**config.mk**
```make
export PLATFORM = sky130hd
export DESIGN_NAME = sequenced_input_fifo_core
export DESIGN_NICKNAME = d
export VERILOG_FILES = /design/src/hdl/sif_pkg.sv /design/src/hdl/sif_ram.sv /design/src/hdl/sif_datapath.sv /design/src/hdl/sif_ctrl.sv /design/src/hdl/sequenced_input_fifo_core.sv
export VERILOG_INCLUDE_DIRS = /design/src /design/src/hdl
export SDC_FILE = /design/constraint.sdc
export NUM_CORES = 2
export LEC_CHECK = 0
export BUFFER_PORTS_ARGS = -buffer_cell sky130_fd_sc_hd__buf_2
export CORE_MARGIN = 2
export CORE_UTILIZATION = 62
export DETAILED_ROUTE_END_ITERATION = 10
export GPL_TIMING_DRIVEN = 0
export PLACE_DENSITY = 0.79
export SYNTH_ARGS = -nofsm -noshare
export SYNTH_HDL_FRONTEND = slang
export SYNTH_SLANG_ARGS = --single-unit
```
**constraint.sdc**
```tcl
create_clock -name aclk -period 16.1 [get_ports aclk]
set_input_delay 3.22 -clock aclk [delete_from_list [all_inputs] [get_ports aclk]]
set_output_delay 3.22 -clock aclk [all_outputs]
set_load 0.01 [all_outputs]
```
**src/hdl/sequenced_input_fifo_core_macros.svh**
```systemverilog
// Assertion macros shared by the sequenced input FIFO RTL.
// No dependencies; included by files that carry concurrent assertions.
`ifndef SEQUENCED_INPUT_FIFO_CORE_MACROS_SVH
`define SEQUENCED_INPUT_FIFO_CORE_MACROS_SVH

// Same-cycle implication, sampled on aclk, idle during reset.
`define SIF_ASSERT_NOW(label, ante, cons) \
    label: assert property (@(posedge aclk) disable iff (!aresetn) (ante) |-> (cons)) \
        else $error("sequenced_input_fifo_core: assertion failed");

// Next-cycle implication, sampled on aclk, idle during reset.
`define SIF_ASSERT_NEXT(label, ante, cons) \
    label: assert property (@(posedge aclk) disable iff (!aresetn) (ante) |=> (cons)) \
        else $error("sequenced_input_fifo_core: assertion failed");

`endif

```
**src/hdl/sif_pkg.sv**
```systemverilog
// Shared types and constants of the sequenced input FIFO.
// No dependencies; imported by sif_datapath, sif_ctrl, the top level and the testbench.
package sif_pkg;

    localparam int DEPTH        = 16;
    localparam int PAYLOAD_BITS = 64;
    localparam int SEQ_W        = 32;
    localparam int PORT_PAY_W   = 64;
    localparam int IDX_W        = (DEPTH > 1) ? $clog2(DEPTH) : 1;
    localparam int CNT_W        = $clog2(DEPTH + 1);
    localparam int SUM_W        = CNT_W + 1;
    localparam int ENTRY_W      = SEQ_W + PAYLOAD_BITS;

    typedef enum logic [2:0] {
        ST_ACCEPTED = 3'd0,
        ST_STALE    = 3'd1,
        ST_GAP      = 3'd2,
        ST_OVERFLOW = 3'd3,
        ST_POPPED   = 3'd4,
        ST_EMPTY    = 3'd5
    } status_t;

    typedef enum logic {
        MODE_PUSH = 1'b0,
        MODE_POP  = 1'b1
    } mode_t;

    typedef enum logic {
        CS_IDLE = 1'b0,
        CS_EXEC = 1'b1
    } ctrl_state_t;

    // controller -> datapath
    typedef struct packed {
        logic capture;
        logic commit;
    } cmd_t;

    // datapath -> top level checks
    typedef struct packed {
        logic [CNT_W-1:0] count;
    } dp_stat_t;

endpackage

```
**src/hdl/sif_ram.sv**
```systemverilog
// Generic single-write, single-read RAM with registered read data.
// No dependencies.
module sif_ram #(
    parameter int WIDTH = 8,
    parameter int DEPTH = 16,
    localparam int AW   = (DEPTH > 1) ? $clog2(DEPTH) : 1
) (
    input  logic             aclk,
    input  logic             we,
    input  logic [AW-1:0]    waddr,
    input  logic [WIDTH-1:0] wdata,
    input  logic [AW-1:0]    raddr,
    output logic [WIDTH-1:0] rdata
);

    logic [WIDTH-1:0] mem [DEPTH];
    logic [WIDTH-1:0] rdata_reg;

    always_ff @(posedge aclk) begin
        if (we) begin
            mem[waddr] <= wdata;
        end
        rdata_reg <= mem[raddr];
    end

    assign rdata = rdata_reg;

endmodule

```
**src/hdl/sif_datapath.sv**
```systemverilog
// Datapath: captured item, ring pointers, sequence checks, entry RAM, result registers.
// Depends on sif_pkg and sif_ram.
module sif_datapath
    import sif_pkg::*;
(
    input  logic                  aclk,
    input  logic                  aresetn,
    input  cmd_t                  cmd,
    output dp_stat_t              stat,
    input  logic                  s_mode,
    input  logic [SEQ_W-1:0]      s_in_sequence,
    input  logic [PORT_PAY_W-1:0] s_in_payload,
    output logic [2:0]            m_status,
    output logic [SEQ_W-1:0]      m_out_sequence,
    output logic [PORT_PAY_W-1:0] m_out_payload
);

    // captured item
    mode_t                   mode_reg;
    logic [SEQ_W-1:0]        seq_in_reg;
    logic [PAYLOAD_BITS-1:0] pay_in_reg;

    // FIFO state
    logic [IDX_W-1:0] head_reg, head_next;
    logic [CNT_W-1:0] count_reg, count_next;
    logic [SEQ_W-1:0] last_reg, last_next;
    logic             have_reg, have_next;

    // result
    status_t              status_reg, status_next;
    logic [SEQ_W-1:0]     oseq_reg, oseq_next;
    logic [PAYLOAD_BITS-1:0] opay_reg, opay_next;

    logic [SEQ_W-1:0]   seq_diff;
    logic [SEQ_W-1:0]   expected;
    logic               is_newer;
    logic [SUM_W-1:0]   tail_sum;
    logic [IDX_W-1:0]   tail_idx;
    logic               full;
    logic               wr_en;
    logic [ENTRY_W-1:0] rd_entry;

    sif_ram #(
        .WIDTH (ENTRY_W),
        .DEPTH (DEPTH)
    ) u_entry_ram (
        .aclk  (aclk),
        .we    (wr_en),
        .waddr (tail_idx),
        .wdata ({seq_in_reg, pay_in_reg}),
        .raddr (head_reg),
        .rdata (rd_entry)
    );

    always_comb begin
        seq_diff = seq_in_reg - last_reg;
        is_newer = (seq_diff != '0) && !seq_diff[SEQ_W-1];
        expected = last_reg + SEQ_W'(1);
        if (expected == '0) begin
            expected = SEQ_W'(1);
        end
        tail_sum = SUM_W'(head_reg) + SUM_W'(count_reg);
        if (tail_sum >= SUM_W'(DEPTH)) begin
            tail_sum = tail_sum - SUM_W'(DEPTH);
        end
        tail_idx = tail_sum[IDX_W-1:0];
        full     = (count_reg == CNT_W'(DEPTH));
    end

    always_comb begin
        head_next   = head_reg;
        count_next  = count_reg;
        last_next   = last_reg;
        have_next   = have_reg;
        status_next = status_reg;
        oseq_next   = oseq_reg;
        opay_next   = opay_reg;
        wr_en       = 1'b0;
        if (cmd.commit) begin
            oseq_next = '0;
            opay_next = '0;
            if (mode_reg == MODE_PUSH) begin
                if (seq_in_reg == '0) begin
                    status_next = ST_STALE;
                end else if (have_reg && !is_newer) begin
                    status_next = ST_STALE;
                end else if (have_reg && (seq_in_reg != expected)) begin
                    status_next = ST_GAP;
                end else if (full) begin
                    status_next = ST_OVERFLOW;
                end else begin
                    status_next = ST_ACCEPTED;
                    wr_en       = 1'b1;
                    count_next  = count_reg + CNT_W'(1);
                    last_next   = seq_in_reg;
                    have_next   = 1'b1;
                end
            end else begin
                if (count_reg == '0) begin
                    status_next = ST_EMPTY;
                end else begin
                    // read data was fetched at the head slot on capture
                    status_next = ST_POPPED;
                    oseq_next   = rd_entry[ENTRY_W-1 -: SEQ_W];
                    opay_next   = rd_entry[PAYLOAD_BITS-1:0];
                    count_next  = count_reg - CNT_W'(1);
                    head_next   = (head_reg == IDX_W'(DEPTH - 1)) ? '0
                                                                  : head_reg + IDX_W'(1);
                end
            end
        end
    end

    always_ff @(posedge aclk) begin
        if (!aresetn) begin
            head_reg  <= '0;
            count_reg <= '0;
            last_reg  <= '0;
            have_reg  <= 1'b0;
        end else begin
            head_reg  <= head_next;
            count_reg <= count_next;
            last_reg  <= last_next;
            have_reg  <= have_next;
        end
    end

    always_ff @(posedge aclk) begin
        if (cmd.capture) begin
            mode_reg   <= mode_t'(s_mode);
            seq_in_reg <= s_in_sequence;
            pay_in_reg <= s_in_payload[PAYLOAD_BITS-1:0];
        end
        status_reg <= status_next;
        oseq_reg   <= oseq_next;
        opay_reg   <= opay_next;
    end

    assign stat.count     = count_reg;
    assign m_status       = status_reg;
    assign m_out_sequence = oseq_reg;
    assign m_out_payload  = PORT_PAY_W'(opay_reg);

endmodule

```
**src/hdl/sif_ctrl.sv**
```systemverilog
// Controller: two-state sequencer plus result-valid flag of the output register.
// Depends on sif_pkg.
module sif_ctrl
    import sif_pkg::*;
(
    input  logic aclk,
    input  logic aresetn,
    input  logic s_valid,
    output logic s_ready,
    output logic m_valid,
    input  logic m_ready,
    output cmd_t cmd
);

    ctrl_state_t state_reg, state_next;
    logic        m_valid_reg, m_valid_next;
    logic        out_free;

    always_ff @(posedge aclk) begin
        if (!aresetn) begin
            state_reg   <= CS_IDLE;
            m_valid_reg <= 1'b0;
        end else begin
            state_reg   <= state_next;
            m_valid_reg <= m_valid_next;
        end
    end

    always_comb begin
        out_free     = !m_valid_reg || m_ready;
        state_next   = state_reg;
        m_valid_next = m_valid_reg && !m_ready;
        s_ready      = 1'b0;
        cmd          = '0;
        case (state_reg)
            CS_IDLE: begin
                s_ready     = 1'b1;
                cmd.capture = s_valid;
                if (s_valid) begin
                    state_next = CS_EXEC;
                end
            end
            CS_EXEC: begin
                // hold until the result register can take the new result
                if (out_free) begin
                    cmd.commit   = 1'b1;
                    m_valid_next = 1'b1;
                    state_next   = CS_IDLE;
                end
            end
            default: begin
                state_next = CS_IDLE;
            end
        endcase
    end

    assign m_valid = m_valid_reg;

endmodule

```
**src/hdl/sequenced_input_fifo_core.sv**
```systemverilog
// Top level of the sequenced input FIFO: controller, datapath and checks.
// Depends on sif_pkg, sif_ctrl, sif_datapath and sequenced_input_fifo_core_macros.svh.
//
//  Port group   Dir   Handshake          Carries
//  s_*          in    s_valid/s_ready    mode, in_sequence, in_payload
//  m_*          out   m_valid/m_ready    status, out_sequence, out_payload
//
// An item passes through two steps: a transfer on s_*, then an execute step in which the
// checks run and the entry RAM (registered read at the head slot) is written or read.
// A new item may be taken while the previous result still waits on m_*; the execute
// step holds while the result register is occupied and m_ready is low.
// Reset (aresetn low at a clock edge) empties the FIFO and forgets the last sequence;
// RAM contents are left as they are and are never read before being written.
`include "sequenced_input_fifo_core_macros.svh"

module sequenced_input_fifo_core
    import sif_pkg::*;
(
    input  logic                  aclk,
    input  logic                  aresetn,
    input  logic                  s_valid,
    output logic                  s_ready,
    input  logic                  s_mode,
    input  logic [SEQ_W-1:0]      s_in_sequence,
    input  logic [PORT_PAY_W-1:0] s_in_payload,
    output logic                  m_valid,
    input  logic                  m_ready,
    output logic [2:0]            m_status,
    output logic [SEQ_W-1:0]      m_out_sequence,
    output logic [PORT_PAY_W-1:0] m_out_payload
);

    cmd_t     cmd;
    dp_stat_t stat;

    // sequencer: decides when to capture an item and when to commit its result
    sif_ctrl u_ctrl (
        .aclk    (aclk),
        .aresetn (aresetn),
        .s_valid (s_valid),
        .s_ready (s_ready),
        .m_valid (m_valid),
        .m_ready (m_ready),
        .cmd     (cmd)
    );

    // checks, pointers, entry storage and result registers
    sif_datapath u_datapath (
        .aclk           (aclk),
        .aresetn        (aresetn),
        .cmd            (cmd),
        .stat           (stat),
        .s_mode         (s_mode),
        .s_in_sequence  (s_in_sequence),
        .s_in_payload   (s_in_payload),
        .m_status       (m_status),
        .m_out_sequence (m_out_sequence),
        .m_out_payload  (m_out_payload)
    );

    // fill level never passes the ring size
    `SIF_ASSERT_NOW(a_count_bound, 1'b1, stat.count <= CNT_W'(DEPTH))
    // a captured item blocks the input until its result is committed
    `SIF_ASSERT_NEXT(a_busy_after_capture, s_valid && s_ready, !s_ready)
    // only a pop that found an entry shows nonzero data
    `SIF_ASSERT_NOW(a_zero_unless_popped, m_valid && (m_status != ST_POPPED),
        (m_out_sequence == '0) && (m_out_payload == '0))

endmodule

```
; Word level (Yosys, flattened, before mapping)
; Memory sizes are Yosys's and may differ from the RTL's. A register that Yosys moved wholly into a read port is not among the register bits.
; Cells that the tools add are included.
[totals]
regBits = 240
mem_bits_rw = 1536
in_bits = 101
out_inout_bits = 101
wordCells = 85
n_memories = 1
[memory_table]
columns = memory, depth, word_bits, rd, rd_ports_with_merged_regs, write_ports, line
row1 = u_datapath.u_entry_ram.mem, 16, 96, 1, 1, 1, sif_ram.sv:16  ; logic [WIDTH-1:0] mem [DEPTH];
[op_classes]
n_addsub = 7
magnitude_cmp = 1
n_eq_ne = 8
muxes = 32
bitwise_logic = 7
n_reduce_logical = 17
[op_table]
columns = op, n
row1 = 32-bit zero test, 2
row2 = 32-bit by 1-bit adder with 32-bit output (second input constant), 1
row3 = 32-bit 2-to-1 mux, 1
row4 = 32-bit inequality test, 1
row5 = 32-bit nonzero test, 1
row6 = 32-bit subtractor, 1
row7 = 5-bit 2-to-1 mux, 6
row8 = 1-bit 2-to-1 mux, 17
row9 = 3-bit 2-to-1 mux, 4
row10 = 6-bit AND reduction, 2
row11 = 4-bit 2-to-1 mux, 2
row12 = 2-bit by 1-bit inequality test with 1-bit output (second input constant), 4
row13 = 1-bit inverter, 7
row14 = 4-bit by 5-bit adder with 6-bit output, 1
row15 = 6-bit by 5-bit >= comparator with 1-bit output (second input constant), 1
row16 = 5-bit by 1-bit adder with 5-bit output (second input constant), 1
row17 = 5-bit == test (second input constant), 1
row18 = 5-bit zero test, 1
row19 = 5-bit by 1-bit subtractor with 5-bit output (second input constant), 1
row20 = 4-bit by 1-bit adder with 4-bit output (second input constant), 1
row21 = 4-bit == test (second input constant), 1
row22 = 1-bit logical AND, 4
row23 = 1-bit zero test, 4
row24 = 4-bit by 1-bit subtractor with 4-bit output (second input constant), 1
row25 = other kinds (6), 6

; Longest topological paths before layout
[depth]
ltp_word = 12
depth_mapped = 16
mapped_depth_nobuf = 14

; By module
; From an unflattened synthesis, not the netlist that was laid out.
[unflattened]
hier_cells = 3600
area_unflattened_um2 = 72005.3
[by_module_without_submodules]
columns = module, instances, cells_each, area_per_inst_um2, seq_area_each_um2
row1 = sif_ram, 1, 2460, 59358.2, 48046.1
row2 = sif_datapath, 1, 1131, 12544.5, 6726.5
row3 = sif_ctrl, 1, 9, 102.6, 40.0

; Worst setup path after synthesis
; OpenSTA, ideal clock, no wires.
[synth_path]
kind = in2reg
from = in m_ready
to = mem u_datapath.u_entry_ram.mem[0][0] (netlist bit), enable pin
setup_ps = 551
t_arrival_ps = 12146
required_time_ps = 15549
slack_ps = 3403
cell_stages = 7
n_path_buf = 1
path_cell_list = nand2b_1 -> and2_0 -> or3b_2 -> a2111oi_4 -> buf_6 -> nand3b_2 -> nor2_1
[synth_rtl]
columns = item, line
row1 = start: declaration, sequenced_input_fifo_core.sv:27  ; input logic m_ready,
row2 = end: declaration, sif_ram.sv:16

; Worst setup path after layout
[layout_path]
from = reg u_datapath.seq_in_reg[0]
to = mem u_datapath.u_entry_ram.mem[14][47] (netlist bit), enable pin
[layout_between]
elab_chain_len = 11
word_cells_on_any_way = 16
classes_between = add/sub (1) / eq/ne (1) / mux (7) / reduce/logical (7)
[layout_rtl]
columns = item, line
row1 = start: declaration, sif_datapath.sv:20  ; logic [SEQ_W-1:0] seq_in_reg;
row2 = start signal: assignment, sif_datapath.sv:131  ; seq_in_reg <= s_in_sequence;
row3 = 32-bit subtractor, sif_datapath.sv:56  ; seq_diff = seq_in_reg - last_reg;
row4 = 32-bit nonzero test or 1-bit zero test (tied branches), sif_datapath.sv:57  ; is_newer = (seq_diff != '0) && !seq_diff[SEQ_W-1];
row5 = 1-bit logical AND, sif_datapath.sv:57
row6 = 1-bit zero test, sif_datapath.sv:85  ; end else if (have_reg && !is_newer) begin
row7 = 1-bit logical AND, sif_datapath.sv:85
row8 = 1-bit 2-to-1 mux, sif_datapath.sv:85
row9 = 1-bit 2-to-1 mux (*), sif_datapath.sv:83  ; if (seq_in_reg == '0) begin
row10 = 1-bit 2-to-1 mux (*), sif_datapath.sv:82  ; if (mode_reg == MODE_PUSH) begin
row11 = 1-bit 2-to-1 mux (*), sif_datapath.sv:79  ; if (cmd.commit) begin
row12 = 1-bit 2-to-1 mux (*), sif_ram.sv:20  ; if (we) begin
row13 = 1-bit 2-to-1 mux (not written as such) (*), sif_ram.sv:21  ; mem[waddr] <= wdata;
; Mark *: on every way between the ends. The rest lies on a longest branch, timed or not.

==> results.json <==
{
  "synthAdderAreaFrac_pct": 0.763,
  "drive_gt1_share_pct": 26.9,
  "rows": 124,
  "cts_resized": 0,
  "synth-xor-area-share_pct": 0.970,
  "fin_cells": 5528,
  "synth_cell_types": 74,
  "critical_path_required_ns": 16.58,
  "clock-sinks": 1872,
  "grt_max_degree": 58,
  "synthArstFlopShare_pct": 0,
  "syn-num-nets": 3543,
  "drtIter0Drc": 6138,
  "clockBufferDepth": 3,
  "synth-edff-count": 1732,
  "die_h_um": 344,
  "status": "complete, no violations",
  "dr.pass1.iters": 8,
  "post-route-util_pct": 71.9,
  "numPortBuffers": 200,
  "seq_area_um2": 54800,
  "max_stage_delay_ns": 0.93,
  "cp_top_family": "compound AO/OA/AOI/OAI gates",
  "maxSlewHeadroom_pct": 10.4,
  "final_common_cell": "edfxtp_1",
  "synthCells": 3400,
  "dp.final_hpwl_um": 110000,
  "pin_count": 202,
  "final_cell_mix": "edfxtp_1, mux4_2, buf_2",
  "syn2layout_area_growth_pct": 14.8,
  "clkLatencyLatePin_ns": 0.78,
  "die-area_um2": 119000,
  "multi_input_area_um2": 16300,
  "largest_reg_flops": 1536,
  "cp-end-kind": "register",
  "vdd_drop_max_mv": 0.116,
  "worst_slack_ns": 8.81,
  "hold_violations": 0,
  "clkTransAtPathRegs_ns": 0.06,
  "muxShareOfSynthArea_pct": 15.3,
  "hold_path_class": "reg -> reg",
  "setup_viol": 0,
  "min_period_ns": 7.29,
  "leakage_nw": 25.9,
  "cts_tree": "yes",
  "post-route-drc-count": 0,
  "crit_fanout": 21,
  "post-place-ws_ns": 8.29,
  "nFillCells": 6136,
  "grt_pass1_vias": 39200,
  "drt_wl_total_um": 197000,
  "post_cts_buffers": 0,
  "core_area_um2": 115000,
  "track_usage_pct": 33.9,
  "yosysWarnings": 0,
  "max_freq_mhz": 137,
  "skew_ns": 0.0293,
  "route.detailed.wl_per_inst_um": 35.6,
  "critPathKind": "reg -> reg",
  "grt_overflow": 0,
  "synth_compound_area_share_pct": 1.97,
  "tightest_slew_ns": 1.34,
  "critPathLaunchType": "register",
  "synth-seq-cells": 1872,
  "synth_top_family_by_area": "multiplexers",
  "setup_tns_ns": 0,
  "hold_buffers": 0,
  "vias": 38700,
  "htree_num_levels": 4,
  "clockRootBuffer": "clkbuf_16",
  "dp_cells": 5199,
  "die_width_um": 344,
  "cpMostUsedCell": "buf_12",
  "ant_nets": 0,
  "power_density_nw_per_um2": 125,
  "start_util_pct": 62.6,
  "drv_slew": 0,
  "numCtsBuffers": 175,
  "via_per_inst": 7.00,
  "avgSynthCellArea_um2": 21.1,
  "synth.yosys.seq_area_share_pct": 76.3,
  "fin_crit_sh_pct": 45.3,
  "worst_ep_arrival_time_ns": 7.77,
  "path_cells": "inv_1 > ha_1 > fa_1 > nand2b_1 > a211oi_1 > o21ai_0 > a21boi_0 > o2111ai_1 > mux2_2 > nand4_1 > nor4_1 > a2111oi_4 > buf_6 > nand3_2 > nor2_4 > buf_12 > buf_12 > buf_16",
  "critPathBufInv": 5,
  "synth-simple-area-share_pct": 3.55,
  "cap_viol_max_count": 0,
  "synthFlopType": "edfxtp_1",
  "grt_antenna_before_repair": 7,
  "grt_pass1_wl_um": 281000,
  "num-nets-final": 4007,
  "synthesis.area_um2": 71800,
  "place.gp.congestion": 0.909,
  "crit_path_top_delay_cell": "edfxtp_1",
  "rsz0062_at_grt": "false"
}
[per-layer routing]
metal,GRT usage (%),wire length (um)
met2,56.0,99000
met5,0,37
met4,13.7,8520
met1,45.4,68000
met3,6.48,21500
[layout make-up]
type,instances,area share [%]
buffer,168,0.811
clock buffer,260,6.12
sequential,1872,66.5
timing repair buffer,287,3.52
antenna,1,0.00304
multi-input combinational,1314,19.8
inverter,46,0.210
clock inverter,68,0.755
tap,1512,2.30
[path summary, 6_finish.rpt]
path	start	end	slack [ns]	cells past startpoint
max reg2reg	u_datapath.seq_in_reg[0]$_DFFE_PP_	u_datapath.u_entry_ram.mem[14][47]$_DFFE_PP_	8.81	18
min	u_datapath.u_entry_ram.rdata[20]$_DFF_P_	u_datapath.m_out_payload[20]$_SDFFCE_PP0P_	0.50	1
min reg2reg	u_datapath.u_entry_ram.rdata[20]$_DFF_P_	u_datapath.m_out_payload[20]$_SDFFCE_PP0P_	0.50	1
max	u_datapath.seq_in_reg[0]$_DFFE_PP_	u_datapath.u_entry_ram.mem[14][47]$_DFFE_PP_	8.81	18
[report_power, final]
| part | switching, mW | internal [mW] |
|---|---|---|
| clock network | 1.83 | 2.32 |
| registers | 0.114 | 5.43 |
| logic | 0.356 | 0.249 |
[worst register-to-register path, stage by stage (launching register included)]
cell and delay [ns]:
edfxtp_1 0.93, inv_1 0.21, ha_1 0.31, fa_1 0.43, nand2b_1 0.21, a211oi_1 0.53
o21ai_0 0.45, a21boi_0 0.37, o2111ai_1 0.20, mux2_2 0.32, nand4_1 0.15, nor4_1 0.16
a2111oi_4 0.64, buf_6 0.27, nand3_2 0.24, nor2_4 0.80, buf_12 0.30, buf_12 0.26
buf_16 0.22
[synth_stat cells, types with 13 or more instances]
| library cell | number | area share, % |
|---|---|---|
| edfxtp_1 | 1732 | 72 |
| nand3_1 | 60 | 0.42 |
| o21ai_0 | 62 | 0.43 |
| nand2_1 | 110 | 0.57 |
| xnor2_1 | 52 | 0.63 |
| dfxtp_1 | 140 | 3.9 |
| and3_1 | 13 | 0.11 |
| nor4_1 | 18 | 0.16 |
| buf_1 | 42 | 0.22 |
| ha_1 | 39 | 0.68 |
| o211ai_1 | 15 | 0.16 |
| buf_2 | 18 | 0.13 |
| nand4_1 | 28 | 0.24 |
| a21oi_1 | 55 | 0.38 |
| mux4_2 | 480 | 15 |
| nor2_1 | 64 | 0.33 |
| xor2_1 | 25 | 0.30 |
| inv_1 | 46 | 0.24 |
| and2_1 | 105 | 0.91 |
| nor3_1 | 25 | 0.17 |
| clkbuf_1 | 105 | 0.55 |
[per-stage QoR]
stage / power [mW] / hold slack [ns] / instance area [um^2]
after global placement: 6.19 / 0.483 / 74700
after CTS: 10.3 / 0.503 / 82400
after floorplan: 5.96 / 0.458 / 71800
after detailed placement: 6.22 / 0.488 / 76700
final: 10.3 / 0.501 / 82400
after global routing: 10.5 / 0.511 / 82400
[logic make-up after synthesis]
group / Yosys count
flops: 1872
mux: 494
simple gates: 481
compound gates: 219
buf+inv: 214
xor+xnor: 78
fa+ha+maj: 42
Note: power is estimated with default switching activity, not from simulation.
